$ cat src/rtl/dmc_pkg.sv
// Types, codes and constants of the delta-modulation sample channel.
// Depends on nothing; used by the top level and the testbench.
package dmc_pkg;

  typedef enum logic [1:0] {
    MODE_TICK    = 2'd0,
    MODE_WRITE   = 2'd1,
    MODE_DELIVER = 2'd2
  } dmc_mode_e;

  typedef enum logic [2:0] {
    REG_FLAGS   = 3'd0,
    REG_LEVEL   = 3'd1,
    REG_ADDRESS = 3'd2,
    REG_LENGTH  = 3'd3,
    REG_ENABLE  = 3'd4
  } dmc_reg_e;

  localparam logic [15:0] StartBase      = 16'hC000;
  localparam logic [15:0] WrapAddress    = 16'h8000;
  localparam logic [15:0] LastAddress    = 16'hFFFF;
  localparam logic [6:0]  LevelUpLimit   = 7'd125;
  localparam logic [6:0]  LevelStep      = 7'd2;
  localparam logic [3:0]  BitsPerByte    = 4'd8;
  localparam logic [1:0]  DelayEven      = 2'd2;
  localparam logic [1:0]  DelayOdd       = 2'd3;

  // Architectural state of the channel.
  typedef struct packed {
    logic        irq_enable;
    logic        loop_flag;
    logic [8:0]  rate_period;
    logic [8:0]  rate_timer;
    logic [6:0]  level;
    logic [15:0] start_address;
    logic [11:0] sample_bytes;
    logic [15:0] next_address;
    logic [11:0] bytes_left;
    logic [7:0]  buffer_byte;
    logic        buffer_full;
    logic [7:0]  shifter;
    logic [3:0]  bit_count;
    logic        silenced;
    logic        fetch_pending;
    logic        fetch_load_kind;
    logic        irq_raised;
    logic [1:0]  stop_delay;
    logic [1:0]  start_delay;
    logic        cycle_parity;
  } dmc_state_t;

  // Divider period per rate index, counted in MODE_TICK items.
  function automatic logic [8:0] rate_period_lookup(input logic [3:0] idx);
    logic [8:0] period;
    case (idx)
      4'd0:    period = 9'd428;
      4'd1:    period = 9'd380;
      4'd2:    period = 9'd340;
      4'd3:    period = 9'd320;
      4'd4:    period = 9'd286;
      4'd5:    period = 9'd254;
      4'd6:    period = 9'd226;
      4'd7:    period = 9'd214;
      4'd8:    period = 9'd190;
      4'd9:    period = 9'd160;
      4'd10:   period = 9'd142;
      4'd11:   period = 9'd128;
      4'd12:   period = 9'd106;
      4'd13:   period = 9'd84;
      4'd14:   period = 9'd72;
      default: period = 9'd54;
    endcase
    return period;
  endfunction

endpackage

$ cat src/rtl/dmc_in_if.sv
// Input channel of the sample channel: valid/ready plus one item.
// Depends on nothing.
interface dmc_in_if;
  logic       valid;
  logic       ready;
  logic [1:0] mode;
  logic [2:0] reg_select;
  logic [7:0] data_byte;

  modport source (output valid, mode, reg_select, data_byte, input ready);
  modport sink (input valid, mode, reg_select, data_byte, output ready);
endinterface

$ cat src/rtl/dmc_out_if.sv
// Result channel of the sample channel: valid/ready plus one result.
// Depends on nothing.
interface dmc_out_if;
  logic        valid;
  logic        ready;
  logic [6:0]  level_out;
  logic        irq_out;
  logic        fetch_request;
  logic        fetch_is_load;
  logic [15:0] fetch_address;
  logic        playing;

  modport source (output valid, level_out, irq_out, fetch_request, fetch_is_load,
                  fetch_address, playing, input ready);
  modport sink (input valid, level_out, irq_out, fetch_request, fetch_is_load,
                fetch_address, playing, output ready);
endinterface

$ cat src/rtl/delta_modulation_sample_channel_unit.sv
// Pipeline: two register stages; an accepted transaction is held in the input register and
// then passes through the state update into the result register.
// Throughput: one transaction per cycle while results are taken; when the result register
// waits, the input register holds one more transaction and then the input stalls.
// Reset: rst_ni clears all channel state and both valid flags asynchronously.
// Depends on dmc_pkg, dmc_in_if and dmc_out_if.
module delta_modulation_sample_channel_unit (
  input  logic       clk_i,
  input  logic       rst_ni,
  dmc_in_if.sink     in_i,
  dmc_out_if.source  out_o
);

  logic       in_valid_q;
  logic [1:0] mode_q;
  logic [2:0] sel_q;
  logic [7:0] data_q;

  logic       out_valid_q;
  logic       advance;

  dmc_pkg::dmc_state_t st_q, st_d;

  logic [6:0]  level_q;
  logic        irq_q;
  logic        fetch_req_q;
  logic        fetch_load_q;
  logic [15:0] fetch_addr_q;
  logic        playing_q;

  assign advance    = in_valid_q && (!out_valid_q || out_o.ready);
  assign in_i.ready = !in_valid_q || advance;

  always_ff @(posedge clk_i or negedge rst_ni) begin
    if (!rst_ni) begin
      in_valid_q <= 1'b0;
    end else if (in_i.ready) begin
      in_valid_q <= in_i.valid;
    end
  end

  always_ff @(posedge clk_i) begin
    if (in_i.valid && in_i.ready) begin
      mode_q <= in_i.mode;
      sel_q  <= in_i.reg_select;
      data_q <= in_i.data_byte;
    end
  end

  // Next state for the registered item; all three kinds settle in one pass.
  always_comb begin
    st_d = st_q;
    if (advance) begin
      case (mode_q)
        dmc_pkg::MODE_TICK: begin
          st_d.cycle_parity = ~st_q.cycle_parity;
          if (st_d.stop_delay != 2'd0) begin
            st_d.stop_delay = st_d.stop_delay - 2'd1;
            if (st_d.stop_delay == 2'd0) begin
              st_d.bytes_left    = '0;
              st_d.fetch_pending = 1'b0;
            end
          end
          if (st_d.start_delay != 2'd0) begin
            st_d.start_delay = st_d.start_delay - 2'd1;
            if (st_d.start_delay == 2'd0 && !st_d.buffer_full &&
                st_d.bytes_left != '0) begin
              st_d.fetch_pending   = 1'b1;
              st_d.fetch_load_kind = 1'b1;
            end
          end
          if (st_q.rate_period != '0) begin
            if (st_q.rate_timer != '0) begin
              st_d.rate_timer = st_q.rate_timer - 9'd1;
            end else begin
              st_d.rate_timer = st_q.rate_period - 9'd1;
              if (!st_q.silenced) begin
                if (st_q.shifter[0]) begin
                  if (st_q.level <= dmc_pkg::LevelUpLimit) begin
                    st_d.level = st_q.level + dmc_pkg::LevelStep;
                  end
                end else if (st_q.level >= dmc_pkg::LevelStep) begin
                  st_d.level = st_q.level - dmc_pkg::LevelStep;
                end
              end
              st_d.shifter = {1'b0, st_q.shifter[7:1]};
              if (st_q.bit_count != '0) begin
                st_d.bit_count = st_q.bit_count - 4'd1;
              end
              if (st_d.bit_count == '0) begin
                st_d.bit_count = dmc_pkg::BitsPerByte;
                if (st_q.buffer_full) begin
                  st_d.silenced    = 1'b0;
                  st_d.shifter     = st_q.buffer_byte;
                  st_d.buffer_full = 1'b0;
                  // A reload is only raised when no delayed start is in flight.
                  if (st_d.start_delay == 2'd0 && st_d.bytes_left != '0) begin
                    st_d.fetch_pending   = 1'b1;
                    st_d.fetch_load_kind = 1'b0;
                  end
                end else begin
                  st_d.silenced = 1'b1;
                end
              end
            end
          end
        end
        dmc_pkg::MODE_WRITE: begin
          case (sel_q)
            dmc_pkg::REG_FLAGS: begin
              st_d.irq_enable  = data_q[7];
              st_d.loop_flag   = data_q[6];
              st_d.rate_period = dmc_pkg::rate_period_lookup(data_q[3:0]);
              if (!data_q[7]) begin
                st_d.irq_raised = 1'b0;
              end
            end
            dmc_pkg::REG_LEVEL: begin
              st_d.level = data_q[6:0];
            end
            dmc_pkg::REG_ADDRESS: begin
              st_d.start_address = dmc_pkg::StartBase + {2'b00, data_q, 6'b000000};
            end
            dmc_pkg::REG_LENGTH: begin
              st_d.sample_bytes = {data_q, 4'b0001};
            end
            dmc_pkg::REG_ENABLE: begin
              st_d.irq_raised = 1'b0;
              if (!data_q[4]) begin
                if (st_q.stop_delay == 2'd0) begin
                  st_d.stop_delay = st_q.cycle_parity ? dmc_pkg::DelayOdd
                                                      : dmc_pkg::DelayEven;
                end
              end else if (st_q.bytes_left == '0) begin
                st_d.next_address = st_q.start_address;
                st_d.bytes_left   = st_q.sample_bytes;
                st_d.start_delay  = st_q.cycle_parity ? dmc_pkg::DelayOdd
                                                      : dmc_pkg::DelayEven;
              end
            end
            default: begin
            end
          endcase
        end
        dmc_pkg::MODE_DELIVER: begin
          st_d.fetch_pending = 1'b0;
          if (st_q.bytes_left != '0) begin
            st_d.buffer_byte  = data_q;
            st_d.buffer_full  = 1'b1;
            st_d.next_address = (st_q.next_address == dmc_pkg::LastAddress)
                                ? dmc_pkg::WrapAddress : st_q.next_address + 16'd1;
            st_d.bytes_left   = st_q.bytes_left - 12'd1;
            if (st_d.bytes_left == '0) begin
              if (st_q.loop_flag) begin
                st_d.next_address = st_q.start_address;
                st_d.bytes_left   = st_q.sample_bytes;
              end else if (st_q.irq_enable) begin
                st_d.irq_raised = 1'b1;
              end
            end
          end
        end
        default: begin
        end
      endcase
    end
  end

  always_ff @(posedge clk_i or negedge rst_ni) begin
    if (!rst_ni) begin
      st_q        <= '0;
      out_valid_q <= 1'b0;
    end else begin
      st_q <= st_d;
      if (advance) begin
        out_valid_q <= 1'b1;
      end else if (out_o.ready) begin
        out_valid_q <= 1'b0;
      end
    end
  end

  always_ff @(posedge clk_i) begin
    if (advance) begin
      level_q      <= st_d.level;
      irq_q        <= st_d.irq_raised;
      fetch_req_q  <= st_d.fetch_pending;
      fetch_load_q <= st_d.fetch_pending && st_d.fetch_load_kind;
      fetch_addr_q <= st_d.next_address;
      playing_q    <= st_d.bytes_left != '0;
    end
  end

  assign out_o.valid         = out_valid_q;
  assign out_o.level_out     = level_q;
  assign out_o.irq_out       = irq_q;
  assign out_o.fetch_request = fetch_req_q;
  assign out_o.fetch_is_load = fetch_load_q;
  assign out_o.fetch_address = fetch_addr_q;
  assign out_o.playing       = playing_q;

endmodule

$ cat src/flat_wrapper.sv
// flat-port wrapper written by rule: the top's interface ports become plain ports
module delta_modulation_sample_channel_unit_flat 
  (clk_i, rst_ni, in_i_valid, in_i_mode, in_i_reg_select, in_i_data_byte, in_i_ready, out_o_valid, out_o_level_out, out_o_irq_out, out_o_fetch_request, out_o_fetch_is_load, out_o_fetch_address, out_o_playing, out_o_ready);
  dmc_in_if in_i_i ();
  dmc_out_if out_o_i ();
  input  logic clk_i;
  input  logic rst_ni;
  input wire logic [$bits(in_i_i.valid)-1:0] in_i_valid;
  input wire logic [$bits(in_i_i.mode)-1:0] in_i_mode;
  input wire logic [$bits(in_i_i.reg_select)-1:0] in_i_reg_select;
  input wire logic [$bits(in_i_i.data_byte)-1:0] in_i_data_byte;
  output wire logic [$bits(in_i_i.ready)-1:0] in_i_ready;
  output wire logic [$bits(out_o_i.valid)-1:0] out_o_valid;
  output wire logic [$bits(out_o_i.level_out)-1:0] out_o_level_out;
  output wire logic [$bits(out_o_i.irq_out)-1:0] out_o_irq_out;
  output wire logic [$bits(out_o_i.fetch_request)-1:0] out_o_fetch_request;
  output wire logic [$bits(out_o_i.fetch_is_load)-1:0] out_o_fetch_is_load;
  output wire logic [$bits(out_o_i.fetch_address)-1:0] out_o_fetch_address;
  output wire logic [$bits(out_o_i.playing)-1:0] out_o_playing;
  input wire logic [$bits(out_o_i.ready)-1:0] out_o_ready;
  assign in_i_i.valid = in_i_valid;
  assign in_i_i.mode = in_i_mode;
  assign in_i_i.reg_select = in_i_reg_select;
  assign in_i_i.data_byte = in_i_data_byte;
  assign in_i_ready = in_i_i.ready;
  assign out_o_valid = out_o_i.valid;
  assign out_o_level_out = out_o_i.level_out;
  assign out_o_irq_out = out_o_i.irq_out;
  assign out_o_fetch_request = out_o_i.fetch_request;
  assign out_o_fetch_is_load = out_o_i.fetch_is_load;
  assign out_o_fetch_address = out_o_i.fetch_address;
  assign out_o_playing = out_o_i.playing;
  assign out_o_i.ready = out_o_ready;
  delta_modulation_sample_channel_unit u_core (.clk_i(clk_i), .rst_ni(rst_ni), .in_i(in_i_i), .out_o(out_o_i));
endmodule
$ cat config.mk
export PLATFORM = sky130hd
export DESIGN_NAME = delta_modulation_sample_channel_unit_flat
export DESIGN_NICKNAME = d
export VERILOG_FILES = /design/src/rtl/dmc_pkg.sv /design/src/rtl/dmc_in_if.sv /design/src/rtl/dmc_out_if.sv /design/src/rtl/delta_modulation_sample_channel_unit.sv /design/src/flat_wrapper.sv
export SDC_FILE = /design/constraint.sdc
export NUM_CORES = 1
export LEC_CHECK = 0
export BUFFER_PORTS_ARGS = -buffer_cell sky130_fd_sc_hd__buf_2
export CAP_MARGIN = 10
export CORE_MARGIN = 8
export CORE_UTILIZATION = 35
export DETAILED_ROUTE_END_ITERATION = 10
export PLACE_DENSITY = 0.47
export SYNTH_ARGS = -nofsm -noshare
export SYNTH_HDL_FRONTEND = slang
export SYNTH_SLANG_ARGS = --single-unit
$ cat constraint.sdc
create_clock -name clk_i -period 4.35 [get_ports clk_i]
set_clock_uncertainty 0.1 [all_clocks]
set_input_delay 0.435 -clock clk_i [delete_from_list [all_inputs] [get_ports clk_i]]
set_output_delay 0.435 -clock clk_i [all_outputs]
set_load 0.05 [all_outputs]
==> flow_metrics.env, run 1 <==
export IMPL_worstPathMaxFanout=11
export IMPL_end_kind="flip-flop"
export IMPL_cpPeakStageDelay_ns=0.64
export IMPL_diodes=0
export IMPL_synth_most_common_cell="dfrtp_1"
export IMPL_first_iter_violations=422
export IMPL_status="completed"
export IMPL_hold_violations=0
export IMPL_ys_warnings_count=0
export IMPL_finalPower_mw=5.399
export IMPL_wl_per_cell_um=18.76
export IMPL_yosysSeqAreaShare=0.4934
export IMPL_start_util=0.3543
export IMPL_synthTopCellsByArea="dfrtp_1 34%, edfxtp_1 16%, o21ai_0 3.6%"
export IMPL_netlist_instances=766
export IMPL_n_fill_cell=2166
export IMPL_grt_max_degree=46
export IMPL_async_flop_share=0.7222
export IMPL_drc_errors=0
export IMPL_start_kind="flip-flop"
export IMPL_root_buffer="clkbuf_16"
export IMPL_synthFlopType="dfrtp_1"
export IMPL_min_path_cells=1
export IMPL_vias_per_cell=5.545
export IMPL_setup_tns_final_ns=0
export IMPL_fmaxAchievable_ghz=0.2495
export IMPL_core_area_sq_um=21760
export IMPL_p_switching_mw=2.102
export IMPL_cts_max_level=4
export IMPL_drive_gt1_frac=0.1736
export IMPL_cts_sinks=144
export IMPL_syn_area_sq_um=7709
export IMPL_antenna_left=0
export IMPL_cp_slowest_cell="or4_2"
export IMPL_cts_inserted_buffers=17
export IMPL_worstHoldEndpoint="u_core.data_q[0]"
export IMPL_worstHoldStart="in_i_data_byte[0]"
export IMPL_syn_avg_cell_area_sq_um=10.06
export IMPL_synthDominantCellAreaShare=0.3376
export IMPL_io_buffers=45
export IMPL_period_needed_ns=4.008
export IMPL_clockBufferDepth=2
export IMPL_hp_class="in -> reg"
export IMPL_post_cts_buffers=0
export IMPL_cp_required_ns=4.41
export IMPL_synth_top_cell_by_area="dfrtp_1"
export IMPL_maxSlewViolCount=0
export IMPL_whs_ns=0.08610
export IMPL_crit_arrival_ns=4.07
export IMPL_maxCapViolCount=0
export IMPL_finalSetupViolCount=0
export IMPL_worst_slew_pin_slew_ns=0.7552
export IMPL_clk_pin_slew_ns=0.06
export IMPL_r2r_start="u_core.st_q[30]"
export IMPL_wl_um=20600
export IMPL_netSwitchingFraction=0.3892
export IMPL_power_frac_seq=0.395
export IMPL_ff2ff_path_depth=9
export IMPL_grt_use_total=0.1587
export IMPL_nets=842
export IMPL_worst_path_most_repeated_cell="or4_1"
export IMPL_routabilityCongestion=0.8909
export IMPL_die_w_um=164.4
export IMPL_p_leak_nw=3.596
export IMPL_cp_cell_sequence="inv_1 -> ha_1 -> or3b_2 -> or4_2 -> xnor2_1 -> a31oi_1 -> nand2_2 -> or4_1 -> or4_1"
export IMPL_dp_hpwl_um=14730
export IMPL_p_clk_frac=0.278
export IMPL_synth_edf_count=40
export IMPL_internal_power_mw=3.298
export IMPL_cts_tree="done"
export IMPL_max_slew_margin=0.4946
export IMPL_area_delta_synth_final_pct=14.35
export IMPL_pwr_share_comb=0.327
export IMPL_pin_count=46
export IMPL_antenna_found_initial=0
export IMPL_dr_pass1_iters=5
export IMPL_r2r_setup_slack_ns=0.34
export IMPL_cts_hold_buf=1
export IMPL_row_count=54
export IMPL_die_height_um=164.4
export IMPL_post_route_period_util=0.9213
export IMPL_worst_setup_path_type="reg -> reg"
export IMPL_vias=6088
export IMPL_seqCellArea_sq_um=3804
export IMPL_rsz0062_at_grt="false"
export IMPL_cts_resized=0
export IMPL_worst_skew_pair_late_latency_ns=0.42
export IMPL_grt_pass1_wl_um=33640
export IMPL_grt_pass1_vias=6202
export IMPL_yosysUniqueCellTypes=81
export IMPL_synth_common_cells="104 x dfrtp_1, 66 x nand2_1, 62 x nor2_1, 55 x o21ai_0, 54 x a21oi_1"
export IMPL_grt_remaining_overflow=0
export IMPL_syn_nets=803
export IMPL_dieArea_sq_um=27030
export IMPL_power_per_cell_area_nw_per_um2=612.5
export IMPL_peakVddDrop_mv=0.2683
export IMPL_synth_seq_cells=144
export IMPL_worst_r2r_endpoint="u_core.out_o.playing"
export IMPL_multiInputGateArea_sq_um=3621
## routing by layer
| metal | vias up | GRT usage | routed length (um) |
|---|---|---|---|
| met5 | - | 0 | 0 |
| met4 | 0 | 0.06265 | 410 |
| met3 | 33 | 0.02742 | 843 |
| met2 | 168 | 0.2478 | 9399 |
| met1 | 2975 | 0.2158 | 9941 |
| li1 | 2912 | - | - |
## how the worst max path moves through the flow
stage / depth (start not counted) / start / end / slack (ns)
after floorplan: 11 / u_core.st_q[31] / u_core.out_o.playing / 0.66
after global placement: 9 / u_core.st_q[30] / u_core.out_o.playing / 0.40
after detailed placement: 9 / u_core.st_q[30] / u_core.out_o.playing / 0.35
after CTS: 9 / u_core.st_q[30] / u_core.out_o.playing / 0.35
after global routing: 10 / u_core.st_q[30] / u_core.out_o.playing / 0.13
final: 9 / u_core.st_q[30] / u_core.out_o.playing / 0.34
## worst max-delay path: cells and delay by family (launching register included)
| family | cells | cell delay (ns) |
|---|---|---|
| and+or+nand+nor | 5 | 2.30 |
| DFF | 1 | 0.50 |
| adders and majority gates | 1 | 0.37 |
| AOI/OAI and AO/OA | 1 | 0.20 |
| xor gates and xnor gates | 1 | 0.14 |
| buffers and inverters | 1 | 0.12 |
## through the flow
stage	area, sq um	cells	util	setup WS (ns)
floorplan	7709	766	-	0.6629
global placement	8202	1065	0.3770	0.3996
detailed placement	8202	1065	0.3770	0.3527
CTS	8815	1098	0.4052	0.3455
global route	8815	1098	0.4052	0.1323
finish	8815	1098	0.4052	0.3423
## cell families (layout without fill, tap and decap cells)
family          count (synthesis)  after routing  share of synthesized area
simple gates                  288            288                     0.2076
flops                         144            144                     0.4934
buf+inv                        68            120                    0.03684
xor+xnor                       18             18                    0.02045
compound gates                190            190                     0.1544
fa+ha+maj                      20             20                    0.03246
mux                            38             38                    0.05486
## cells in the final DEF (no fill, tap or decap), drive strengths merged, types with 3 or more instances in the layout
master / instances
mux2i: 13
nor3: 22
clkinv: 4
nand2: 68
xor2: 8
inv: 37
nor2: 62
a31oi: 21
dfrtp: 104
clkinvlp: 3
nor4b: 3
o21ai: 56
ha: 20
or4: 8
nand4: 10
nand3b: 5
xnor2: 10
buf: 56
mux2: 24
nor4: 22
o21bai: 3
nor2b: 5
o41ai: 4
a21oi: 54
and2: 9
o31ai: 8
a22o: 7
o22ai: 6
nor3b: 5
nand3: 26
or2: 3
edfxtp: 40
and3: 9
clkbuf: 17
nand2b: 15
or3: 6
## state kept, by name, indices dropped and copies added, names as in the netlist, 2 cells and up
name                        count
u_core.data_q                   8
u_core.out_o.fetch_address     16
u_core.out_o.level_out          7
u_core.sel_q                    3
u_core.st_q                   102
u_core.mode_q                   2
## final cells by class
type                       count  share of cell area
sequential                   144              0.4315
timing repair buffer          57             0.03634
inverter                      31             0.01320
clock buffer                  17             0.04826
clock inverter                15             0.02016
tap                          280             0.03974
multi-input combinational    554              0.4108
## power by group through the flow
stage               Sequential, mW  Combinational (mW)  Clock, mW
floorplan                     2.08                1.40          0
global placement              2.14                1.74          0
detailed placement            2.15                1.76          0
CTS                           2.13                1.76       1.54
global route                  2.20                1.95       1.59
finish                        2.13                1.76       1.50
(Power assumes the default switching activity.)
==> run 2: changes to the inputs <==
--- a/config.mk
+++ b/config.mk
@@ -10,7 +10,9 @@
 export CORE_MARGIN = 8
 export CORE_UTILIZATION = 35
 export DETAILED_ROUTE_END_ITERATION = 10
-export PLACE_DENSITY = 0.47
+export PLACE_DENSITY = 0.49
+export SLEW_MARGIN = 40
 export SYNTH_ARGS = -nofsm -noshare
 export SYNTH_HDL_FRONTEND = slang
 export SYNTH_SLANG_ARGS = --single-unit
+export TNS_END_PERCENT = 10
==> constraint.sdc (replaced) <==
create_clock -name clk_i -period 3.3 [get_ports clk_i]
set_clock_uncertainty 0.1 [all_clocks]
set_input_delay 0.33 -clock clk_i [delete_from_list [all_inputs] [get_ports clk_i]]
set_output_delay 0.33 -clock clk_i [all_outputs]
set_load 0.05 [all_outputs]
==> run 2 against run 1 <==
  * Register-to-register slack lost 0.29 ns
  * Critical endpoint unchanged
  * Die area is the same
  * Sequential share of layout area shrank 2.7 points
  * Non-clock buffer count grew 61
  * Fmax grew 23%
  * Design area grew 6.7%
==> flow_metrics.env, run 2 (synthesis gave the netlist of run 1 again) <==
export IMPL_first_iter_violations=480
export IMPL_cts_inserted_buffers=17
export IMPL_routabilityCongestion=0.8817
export IMPL_period_needed_ns=3.250
export IMPL_cp_required_ns=3.36
export IMPL_rsz0062_at_grt="true"
export IMPL_post_dp_cell_area_sq_um=8573
export IMPL_max_slew_margin=0.4709
export IMPL_largest_reg_flops=102
export IMPL_grt_max_degree=105
export IMPL_post_route_period_util=0.9848
export IMPL_start_kind="flip-flop"
export IMPL_antenna_left=0
export IMPL_hp_class="in -> reg"
export IMPL_power_frac_seq=0.362
export IMPL_peakVddDrop_mv=0.3815
export IMPL_drive_gt1_frac=0.2332
export IMPL_area_delta_synth_final_pct=22.06
export IMPL_r2r_setup_slack_ns=0.05
export IMPL_pin_count=46
export IMPL_worst_skew_pair_late_latency_ns=0.42
export IMPL_setup_tns_final_ns=0
export IMPL_p_switching_mw=2.914
export IMPL_status="completed"
export IMPL_whs_ns=0.01855
export IMPL_netSwitchingFraction=0.3822
export IMPL_worst_setup_path_type="reg -> reg"
export IMPL_stdcell_area_sq_um=9409
export IMPL_power_per_cell_area_nw_per_um2=810.2
export IMPL_grt_remaining_overflow=0
export IMPL_start_util=0.3543
export IMPL_grt_use_total=0.1684
export IMPL_worstPathMaxFanout=8
export IMPL_dr_pass1_iters=5
export IMPL_root_buffer="clkbuf_16"
export IMPL_top_register="u_core.st_q"
export IMPL_end_kind="flip-flop"
export IMPL_antenna_found_initial=0
export IMPL_wl_per_cell_um=19.08
export IMPL_die_height_um=164.4
export IMPL_pwr_share_comb=0.384
export IMPL_cts_sinks=144
export IMPL_diodes=0
export IMPL_vias_per_cell=5.516
export IMPL_worst_slew_pin_slew_ns=0.7936
export IMPL_maxCapViolCount=0
export IMPL_finalSetupViolCount=0
export IMPL_grt_pass1_wl_um=35740
export IMPL_drc_errors=0
export IMPL_dp_hpwl_um=16140
export IMPL_internal_power_mw=4.710
export IMPL_cts_tree="done"
export IMPL_wl_um=22120
export IMPL_fmaxAchievable_ghz=0.3077
export IMPL_maxSlewViolCount=0
export IMPL_grt_pass1_vias=6462
export IMPL_row_count=54
export IMPL_die_w_um=164.4
export IMPL_vias=6393
export IMPL_core_area_sq_um=21760
export IMPL_dp_cells=1109
export IMPL_stdcell_count=1159
export IMPL_cts_max_level=4
export IMPL_hold_violations=0
export IMPL_clk_pin_slew_ns=0.06
export IMPL_nets=903
export IMPL_final_common_cell="dfrtp_1"
export IMPL_dieArea_sq_um=27030
export IMPL_p_leak_nw=3.918
export IMPL_crit_arrival_ns=3.31
export IMPL_io_buffers=45
export IMPL_clockBufferDepth=2
export IMPL_p_clk_frac=0.254
export IMPL_layout_common_cells="99 x dfrtp_1, 66 x nand2_1, 62 x nor2_1"
==> run 2: cell types whose count changed in the layout (fill, tap and decap cells not counted), sizes merged <==
cell         change
buf             +50
bufinv           -1
clkbuf           +5
inv              -2
clkinvlp         -2
dlygate4sd3     +11
==> run 2: repair_timing <==
item	in CTS	in global routing
gates cloned	0	0
setup endpoints to repair	1	1
setup buffers	2	4
hold endpoints to repair	115	0
hold buffers	12	0
gates resized for setup	4	15
pin swaps	2	9
==> run 2: final cells by class <==
cell class,instances,area [sq um]
fillers,2088,12350
inverters,31,121.4
clock buffers,22,496.7
multi-input cells,554,3715
clock inverters,10,93.84
well taps,280,350.3
repair buffers,118,822.0
flip-flops and latches,144,3810
==> run 2: metrics by stage <==
step           power, mW  utilization  setup slack (ns)
2_1_floorplan      4.674            -           0.01101
3_3_place_gp       5.476       0.3941          0.006506
3_5_place_dp       5.510       0.3941          -0.05183
4_1_cts            7.537       0.4281          0.006885
5_1_grt            8.081       0.4325          -0.03398
6_report           7.624       0.4325           0.05010
==> run 2: power by group through the flow <==
stage	sequential (mW)	clock (mW)	combinational, mW
floorplan	2.74	0	1.93
global placement	2.75	0	2.72
detailed placement	2.77	0	2.74
CTS	2.75	1.97	2.82
global route	2.82	2.05	3.21
finish	2.76	1.94	2.93
==> run 2: worst max-delay path, stage by stage, from the launching register on <==
cell	delay [ns]
dfrtp_1	0.43
or4_1	0.56
buf_6	0.18
or4_4	0.42
xnor2_1	0.14
a31oi_1	0.16
nand2_2	0.07
or4_1	0.53
or4_1	0.40
==> run 2: path summary, 6_finish.rpt <==
check,startpoint,to,depth (start not counted)
worst max-delay path,u_core.st_q[34],u_core.out_o.playing,8
worst min-delay path,in_i_valid,u_core.in_valid_q,2
worst max register to register,u_core.st_q[34],u_core.out_o.playing,8
worst min register to register,u_core.st_q[20],u_core.st_q[20],2
max in group asynchronous,rst_ni,u_core.st_q[37],3
min in group asynchronous,rst_ni,u_core.st_q[100],3
==> run 2: layer usage <==
| metal | vias up | share of wire | track usage |
|---|---|---|---|
| li1 | 3029 | - | - |
| met5 | - | 0 | 0 |
| met1 | 3191 | 0.46 | 0.2239 |
| met2 | 152 | 0.48 | 0.2748 |
| met4 | 0 | 0.016 | 0.04382 |
| met3 | 21 | 0.045 | 0.03539 |
==> run 3: changes to the inputs <==
--- a/config.mk
+++ b/config.mk
@@ -10,6 +10,7 @@
 export CORE_MARGIN = 8
 export CORE_UTILIZATION = 35
 export DETAILED_ROUTE_END_ITERATION = 10
+export MAX_ROUTING_LAYER = met4
 export PLACE_DENSITY = 0.49
 export SLEW_MARGIN = 40
 export SYNTH_ARGS = -nofsm -noshare
==> run 3 against run 2 <==
  * The flow now finishes with violations (negative setup slack)
  * Critical path depth is the same
  * Clock-buffer cell count shrank 1
  * Design area shrank 0.56%
  * Via count shrank 0.47%
  * Power shrank 1.0%
==> flow_metrics.env, run 3 (synthesis gave the netlist of run 1 again) <==
export IMPL_dr_pass1_iters=5
export IMPL_whs_ns=0.02243
export IMPL_status="complete, but fails checks"
export IMPL_multiInputGateArea_sq_um=3689
export IMPL_peakVddDrop_mv=0.3403
export IMPL_p_leak_nw=3.916
export IMPL_die_height_um=164.4
export IMPL_hold_violations=0
export IMPL_path_buf_inv=1
export IMPL_antenna_left=0
export IMPL_worst_slew_pin_slew_ns=0.7831
export IMPL_clockBufferDepth=2
export IMPL_end_kind="flip-flop"
export IMPL_pwr_share_comb=0.387
export IMPL_grt_pass1_wl_um=35830
export IMPL_cp_slowest_cell="or4_4"
export IMPL_dieArea_sq_um=27030
export IMPL_layout_common_cells="104 x dfrtp_1, 66 x nand2_1, 62 x nor2_1"
export IMPL_rsz0062_at_grt="true"
export IMPL_dp_cells=1111
export IMPL_area_delta_synth_final_pct=21.38
export IMPL_start_kind="flip-flop"
export IMPL_pin_count=46
export IMPL_core_area_sq_um=21760
export IMPL_wl_um=22230
export IMPL_routabilityCongestion=0.9492
export IMPL_grt_use_total=0.1753
export IMPL_power_per_cell_area_nw_per_um2=806.6
export IMPL_worst_slack_ns=-0.02002
export IMPL_drive_gt1_frac=0.2309
export IMPL_period_needed_ns=3.320
export IMPL_vias_per_cell=5.490
export IMPL_cts_max_level=4
export IMPL_clk_pin_slew_ns=0.06
export IMPL_finalSetupViolCount=1
export IMPL_drc_errors=0
export IMPL_p_switching_mw=2.930
export IMPL_worst_skew_pair_late_latency_ns=0.42
export IMPL_cp_required_ns=3.36
export IMPL_io_buffers=45
export IMPL_fmaxAchievable_ghz=0.3012
export IMPL_seqCellArea_sq_um=3804
export IMPL_crit_arrival_ns=3.38
export IMPL_grt_pass1_vias=6501
export IMPL_final_common_cell="dfrtp_1"
export IMPL_post_route_period_util=1.006
export IMPL_setup_tns_final_ns=-0.02002
export IMPL_worstPathMaxFanout=8
export IMPL_cts_tree="done"
export IMPL_stdcell_count=1159
export IMPL_violations="negative setup slack"
export IMPL_antenna_found_initial=0
export IMPL_largest_reg_flops=102
export IMPL_cts_inserted_buffers=17
export IMPL_cpPeakStageDelay_ns=0.55
export IMPL_netSwitchingFraction=0.3882
export IMPL_max_slew_margin=0.4760
export IMPL_vias=6363
export IMPL_wl_per_cell_um=19.18
export IMPL_maxCapViolCount=0
export IMPL_nets=903
export IMPL_path_delay_family="simple AND/OR/NAND/NOR gates"
export IMPL_grt_max_degree=50
export IMPL_cts_sinks=144
export IMPL_hp_class="in -> reg"
export IMPL_dp_hpwl_um=16680
export IMPL_diodes=0
export IMPL_row_count=54
export IMPL_worst_setup_path_type="reg -> reg"
export IMPL_top_register="u_core.st_q"
export IMPL_internal_power_mw=4.617
export IMPL_start_util=0.3543
export IMPL_n_fill_cell=2104
export IMPL_root_buffer="clkbuf_16"
export IMPL_cp_cell_sequence="or4_4 -> buf_6 -> or4_4 -> xnor2_2 -> a31oi_2 -> nand2_2 -> or4_1 -> or4_1"
export IMPL_grt_remaining_overflow=0
export IMPL_first_iter_violations=390
export IMPL_power_frac_seq=0.361
export IMPL_maxSlewViolCount=0
export IMPL_die_w_um=164.4
export IMPL_p_clk_frac=0.252
run 3: changes by cell type in the layout (fill, tap and decap cells not counted), sizes merged:
cell | before | now
bufinv | 1 | 0
clkbuf | 22 | 21
inv | 35 | 37
run 3: path summary, 6_finish.rpt:
kind                       slack [ns]             from              endpoint  cells past startpoint
max                             -0.02  u_core.st_q[34]  u_core.out_o.playing                      8
min                              0.02       in_i_valid     u_core.in_valid_q                      2
max reg2reg                     -0.02  u_core.st_q[34]  u_core.out_o.playing                      8
min reg2reg                      0.38  u_core.st_q[20]       u_core.st_q[20]                      2
max in group asynchronous        1.87           rst_ni       u_core.st_q[46]                      3
min in group asynchronous        0.39           rst_ni       u_core.st_q[99]                      2
run 3: layer usage:
layer	up-vias	track usage	wire (um)	share of wire
met2	166	0.2716	10490	0.47
met1	3139	0.2228	10070	0.45
met4	0	0.06020	584	0.026
met5	-	-	0	0
li1	3023	-	-	-
met3	35	0.04113	1083	0.049
run 3: area by class of cell:
type | instances | share of cell area
clock inverters | 11 | 0.009762
multi-input cells | 554 | 0.3942
repair buffers | 118 | 0.08652
flip-flops and latches | 144 | 0.4065
clock buffers | 21 | 0.05255
well taps | 280 | 0.03744
inverters | 31 | 0.01297
run 3: repair_timing:
action / CTS / global route
hold endpoints to repair: 55 / 2
hold buffers: 10 / 2
pin swaps: 2 / 0
endpoints found under the setup margin: 1 / 9
resized for setup: 6 / 3
buffers inserted: 4 / 0
run 3: power groups by stage:
stage | Sequential (mW) | Combinational, mW | Clock, mW
2_1_floorplan | 2.74 | 1.93 | 0
3_3_place_gp | 2.74 | 2.76 | 0
3_5_place_dp | 2.75 | 2.78 | 0
4_1_cts | 2.72 | 2.91 | 1.94
5_1_grt | 2.78 | 3.21 | 2.02
6_report | 2.72 | 2.92 | 1.90
run 3: through the flow:
stage	power [mW]	setup slack [ns]	cell area, sq um	util
3_3_place_gp	5.497	-0.03100	8576	0.3942
2_1_floorplan	4.674	0.01101	7770	-
4_1_cts	7.560	0.007346	9319	0.4283
3_5_place_dp	5.531	-0.09195	8576	0.3942
6_report	7.547	-0.02002	9356	0.4301
5_1_grt	8.008	-0.1245	9356	0.4301
